[src/psd_pkg.sv]
package psd_pkg;

    // Fixed-point format of coordinates and of the distance result.
    localparam int FRAC_BITS = 16;
    localparam int COORD_W   = 32;
    localparam int DIFF_W    = COORD_W + 1;
    localparam int PROD_W    = 2 * DIFF_W;
    localparam int SUM_W     = PROD_W + 1;
    localparam int MAG_W     = PROD_W;
    localparam int HALF_W    = MAG_W / 2;
    localparam int SQ_W      = 2 * COORD_W;
    localparam int DIST_W    = 34;

    // Divider geometry: the quotient never needs more than QUO_W bits.
    localparam int QUO_W     = SUM_W;
    localparam int REM_W     = SUM_W;
    localparam int NUM_W     = REM_W + QUO_W;

    // Square root geometry.
    localparam int RAD_W     = QUO_W + 1;
    localparam int ROOT_W    = RAD_W / 2;
    localparam int SQR_W     = ROOT_W + 3;

    // Pipeline depths.
    localparam int FRONT_LAT = 6;
    localparam int DIV_LAT   = QUO_W + 1;
    localparam int SQRT_LAT  = ROOT_W + 1;
    localparam int TOTAL_LAT = FRONT_LAT + DIV_LAT + 1 + SQRT_LAT + 1;

    // Status codes.
    localparam logic [1:0] ST_ON     = 2'd0;
    localparam logic [1:0] ST_BEFORE = 2'd1;
    localparam logic [1:0] ST_PAST   = 2'd2;
    localparam logic [1:0] ST_NONE   = 2'd3;

    // Sentinel distances.
    localparam logic [DIST_W-1:0] DIST_FAR  = DIST_W'(1000) << FRAC_BITS;
    localparam logic [DIST_W-1:0] DIST_NEAR = DIST_W'(100) << FRAC_BITS;

    // Data that rides beside the divider.
    typedef struct packed {
        logic [1:0]         status;
        logic [SQ_W-1:0]    mz2;
        logic [COORD_W-1:0] ax;
        logic [COORD_W-1:0] ay;
        logic [COORD_W-1:0] bx;
        logic [COORD_W-1:0] by;
        logic               neg_x;
        logic               neg_y;
    } side_t;

    // Front end result handed to the dividers.
    typedef struct packed {
        side_t              side;
        logic [NUM_W-1:0]   num_c;
        logic [NUM_W-1:0]   num_x;
        logic [NUM_W-1:0]   num_y;
        logic [MAG_W-1:0]   len2;
    } front_t;

    // Data that rides beside the square root.
    typedef struct packed {
        logic [1:0]         status;
        logic [COORD_W-1:0] proj_x;
        logic [COORD_W-1:0] proj_y;
    } tail_t;

endpackage

[src/psd_sqrt.sv]
module psd_sqrt (
    input  logic                        clk,
    input  logic [psd_pkg::RAD_W-1:0]   rad,
    output logic [psd_pkg::ROOT_W-1:0]  root
);

    // One root bit per stage, digit by digit.
    logic [psd_pkg::SQR_W-1:0]  rem_reg  [psd_pkg::ROOT_W+1];
    logic [psd_pkg::RAD_W-1:0]  rad_reg  [psd_pkg::ROOT_W+1];
    logic [psd_pkg::ROOT_W-1:0] root_reg [psd_pkg::ROOT_W+1];

    always_ff @(posedge clk)
    begin
        rem_reg[0]  <= '0;
        rad_reg[0]  <= rad;
        root_reg[0] <= '0;
    end

    for (genvar k = 0; k < psd_pkg::ROOT_W; k++)
    begin : g_step
        logic [psd_pkg::SQR_W-1:0] shift_val;
        logic [psd_pkg::SQR_W:0]   diff_val;
        logic [psd_pkg::SQR_W-1:0] rem_next;

        // Bring down two radicand bits and test root*4+1.
        assign shift_val = {rem_reg[k][psd_pkg::SQR_W-3:0],
                            rad_reg[k][psd_pkg::RAD_W-1:psd_pkg::RAD_W-2]};
        assign diff_val  = {1'b0, shift_val} - {2'b00, root_reg[k], 2'b01};
        assign rem_next  = diff_val[psd_pkg::SQR_W] ? shift_val
                                                    : diff_val[psd_pkg::SQR_W-1:0];

        always_ff @(posedge clk)
        begin
            rem_reg[k+1]  <= rem_next;
            rad_reg[k+1]  <= {rad_reg[k][psd_pkg::RAD_W-3:0], 2'b00};
            root_reg[k+1] <= {root_reg[k][psd_pkg::ROOT_W-2:0], ~diff_val[psd_pkg::SQR_W]};
        end
    end

    assign root = root_reg[psd_pkg::ROOT_W];

endmodule

[config.mk]
export PLATFORM = sky130hd
export DESIGN_NAME = psd_sqrt
export DESIGN_NICKNAME = d
export VERILOG_FILES = /design/src/psd_pkg.sv /design/src/psd_sqrt.sv
export SDC_FILE = /design/constraint.sdc
export NUM_CORES = 2
export LEC_CHECK = 0
export BUFFER_PORTS_ARGS = -buffer_cell sky130_fd_sc_hd__buf_2
export CORE_MARGIN = 2
export CORE_UTILIZATION = 40
export CTS_CLUSTER_DIAMETER = 200
export DETAILED_ROUTE_END_ITERATION = 12
export PLACE_DENSITY = 0.67
export SETUP_SLACK_MARGIN = 0.15
export SYNTH_ARGS = -nofsm -noshare
export SYNTH_HDL_FRONTEND = slang
export SYNTH_MEMORY_MAX_BITS = 65536
export SYNTH_SLANG_ARGS = --single-unit
[constraint.sdc]
create_clock -name clk -period 4.9 [get_ports clk]
set_clock_uncertainty 0.1 [all_clocks]
set_input_delay 1.225 -clock clk [delete_from_list [all_inputs] [get_ports clk]]
set_output_delay 1.225 -clock clk [all_outputs]
set_load 0.005 [all_outputs]
==> run summary <==
====================================================================================================
Sequential element share of the synthesized area                                               56.5%
Post-synthesis cell type with the largest combined area                                 sky130_fd_sc_hd__dfxtp_1
Worst Path Required                                                                          5500 ps
Maximum number of pins on one net before global-route repair                                      56
Clock-pin slew reported for the worst setup and hold paths after clock tree synthesis          70 ps
Pin slew with the least headroom to its limit                                                1110 ps
Detailed-route wire length                                                                 208000 um
Worst Hold Class                                                                        register to register
Setup repair bufs after CTS                                                                        0
Skew-Pair Late Insertion Delay                                                                850 ps
Unrepaired setup endpoints after global routing                                                false
# H-tree levels                                                                                    5
Area growth from synthesis to layout                                                           14.3%
Area share of the largest cell type after synthesis                                            56.5%
Crit path kind                                                                          register to register
Type of element capturing the critical path                                                 register
Clk Tree Root Cell                                                                      sky130_fd_sc_hd__clkbuf_16
Post-detailed-route DRC marker count                                                               0
Number of warnings reported in the yosys synthesis log                                             0
Clock period minus worst slack                                                               4270 ps
Antenna viol nets, final                                                                           0
Number of violations of the max-capacitance limit                                                  0
Gate Count Post-Synth                                                                           9908
Vias post-DR                                                                                   67.7k
Layout net count                                                                               10.9k
Die W                                                                                         510 um
F_max                                                                                        234 MHz
Startpoint type of the worst setup path                                                     register
Worst IR Drop VDD                                                                         0.000349 V
Largest cells by area after synthesis                                                   sky130_fd_sc_hd__dfxtp_1 57%, sky130_fd_sc_hd__ha_1 7.3%, sky130_fd_sc_hd__xnor2_1 4.0%
Total power divided by cell area                                                         532 nW/um^2
Final period utilization                                                                       87.1%
Number of antenna violations at the first check in global routing                                  6
Number of synthesized flops with an enable pin                                                     0
Most frequent cells in the layout                                                       2887 x sky130_fd_sc_hd__dfxtp_1, 803 x sky130_fd_sc_hd__inv_1, 650 x sky130_fd_sc_hd__nor2_1
Global-route wire length before repair                                                     340000 um
Layout cell share with drive strength beyond 1                                                 7.75%
CTS max path bufs                                                                                  4
Data arrival, critical path                                                                  4870 ps
Number of filler cells placed in the layout                                                    23.3k
Post-DP HPWL                                                                               155000 um
Leakage                                                                                    0.0548 uW
Count of state elements after synthesis                                                         2887
Fraction of registers with async set or reset after synthesis                                     0%
First-pass detailed-route iteration total                                                          6
Number of hold buffers added after CTS                                                             0
Row count                                                                                        185
Drt wl/cell                                                                                  15.1 um
Net Count, Synth                                                                               10.6k
Flip-flop count of the largest register, all copies and words added                             1190
Final total negative setup slack                                                                0 ps
Most common cell after layout, fill and taps aside                                      sky130_fd_sc_hd__dfxtp_1
Total routing resource utilization after global routing                                        15.7%
Mapped Avg Cell Area                                                                       10.3 um^2
Core box area                                                                            254000 um^2
Post-synth top flop                                                                     sky130_fd_sc_hd__dfxtp_1
Run status                                                                              finished, final reports clean
Number of global-route vias before repair                                                      67.8k
Initial Util                                                                                   40.2%
Clock tree from TritonCTS                                                                        yes
Post-synthesis cell area                                                                 102000 um^2
Final hold violations                                                                              0
Floorplan die height                                                                          510 um
Setup violators final                                                                              0
Worst slack on hold paths                                                                     179 ps
Number of sinks on the clock net                                                                2887
Via count normalized by instance count                                                          4.91
Largest driver fanout on the critical path                                                         5
Ports placed on the boundary                                                                     103
Number of distinct library cell variants in the gate-level netlist after synthesis                86
Iteration-0 DRC Markers                                                                         4052
CTS Buf Count                                                                                    299
Pre-CTS worst setup slack                                                                     738 ps
CTS resizes                                                                                        0
Die Area                                                                                 260000 um^2
Relative slew margins                                                                          25.9%
Weighted congestion reported at the end of routability-driven placement                        0.914
Number of buffers inserted by port buffering                                                     102
Fin worst setup slack                                                                         630 ps
Total count of max-transition violations in the final report                                       0
Congestion Overflow GR                                                                             0
====================================================================================================
## where the power goes
part | internal (uW) | switching (uW)
Combinational | 4300 | 5030
Clock | 13700 | 9040
Sequential | 27300 | 2920
Total | 45200 | 17000
## cell families (layout without fill, tap and decap cells)
logic type,Yosys count,count (layout),share of synthesized area [%]
AOI/OAI and AO/OA,1959,1959,11.9
and+or+nand+nor,2468,2468,11.8
xor gates and xnor gates,913,913,7.82
DFF,2887,2887,56.5
adders and majority gates,597,597,7.30
buffers and inverters,977,1490,3.59
other,1,4,0.00367
muxes,106,106,1.15
## layer usage
metal  vias to the layer above  wire, um  part of all wire (%)  track usage (%)
met5                         -         0                     0                0
li1                      34300         -                     -                -
met3                       478      7790                   3.8             2.28
met4                         0      8300                   4.0             6.47
met2                      1359     99700                    48             27.4
met1                     31600     92000                    44             19.3
## area by class of cell
type                    instances  area [um^2]  area share [%]
flip-flops and latches       2887        57800            49.4
multi-input cells            6044        40900            35.0
clock buffers                 417         8580            7.34
well taps                    3366         4210            3.60
inverters                     808         3030            2.59
clock inverters               111         1490            1.27
repair buffers                154          913           0.781
diodes                          3         7.51         0.00642
## final timing paths
path                                       from              end  slack, ps  cells past startpoint
worst min-delay path             rad_reg[8][44]   rad_reg[9][46]        180                      0
worst max register to register  root_reg[20][0]  rem_reg[21][23]        630                     12
worst min register to register   rad_reg[8][44]   rad_reg[9][46]        180                      0
worst max-delay path            root_reg[20][0]  rem_reg[21][23]        630                     12
## cell usage after synthesis (44+ instances only)
cell type and number:
sky130_fd_sc_hd__or4_1 55, sky130_fd_sc_hd__nor2b_1 90, sky130_fd_sc_hd__clkbuf_1 152, sky130_fd_sc_hd__a211oi_1 44
sky130_fd_sc_hd__nand3_1 135, sky130_fd_sc_hd__ha_1 597, sky130_fd_sc_hd__and3_1 63, sky130_fd_sc_hd__nand2_1 623
sky130_fd_sc_hd__nor2_1 651, sky130_fd_sc_hd__a21o_1 227, sky130_fd_sc_hd__o21ai_0 487, sky130_fd_sc_hd__a31oi_1 62
sky130_fd_sc_hd__nand2b_1 149, sky130_fd_sc_hd__a21oi_1 632, sky130_fd_sc_hd__o31ai_1 71, sky130_fd_sc_hd__o21bai_1 51
sky130_fd_sc_hd__nor3_1 269, sky130_fd_sc_hd__nand4_1 70, sky130_fd_sc_hd__nor4_1 113, sky130_fd_sc_hd__inv_1 803
sky130_fd_sc_hd__xor2_1 441, sky130_fd_sc_hd__o21a_1 109, sky130_fd_sc_hd__mux2_2 93, sky130_fd_sc_hd__or3_1 85
sky130_fd_sc_hd__dfxtp_1 2887, sky130_fd_sc_hd__xnor2_1 472
## critical path, stage by stage, from the launching register on
cell	delay [ps]
sky130_fd_sc_hd__dfxtp_1	330
sky130_fd_sc_hd__inv_1	50
sky130_fd_sc_hd__ha_1	310
sky130_fd_sc_hd__o21ai_0	140
sky130_fd_sc_hd__a22oi_1	350
sky130_fd_sc_hd__nor3_1	150
sky130_fd_sc_hd__o311ai_0	640
sky130_fd_sc_hd__nand3_1	290
sky130_fd_sc_hd__o31ai_1	710
sky130_fd_sc_hd__a31oi_4	180
sky130_fd_sc_hd__a221oi_1	570
sky130_fd_sc_hd__nand2_1	150
sky130_fd_sc_hd__xnor2_1	150
## metrics by stage
stage | std cells | util (%) | cell area [um^2] | power [uW]
floorplan | 9908 | - | 102000 | 36900
global placement | 13300 | 42.0 | 107000 | 39700
detailed placement | 13300 | 42.0 | 107000 | 39900
CTS | 13800 | 46.0 | 117000 | 62900
global route | 13800 | 46.0 | 117000 | 65500
finish | 13800 | 46.0 | 117000 | 62200
Note: power is estimated with default switching activity, not from simulation.
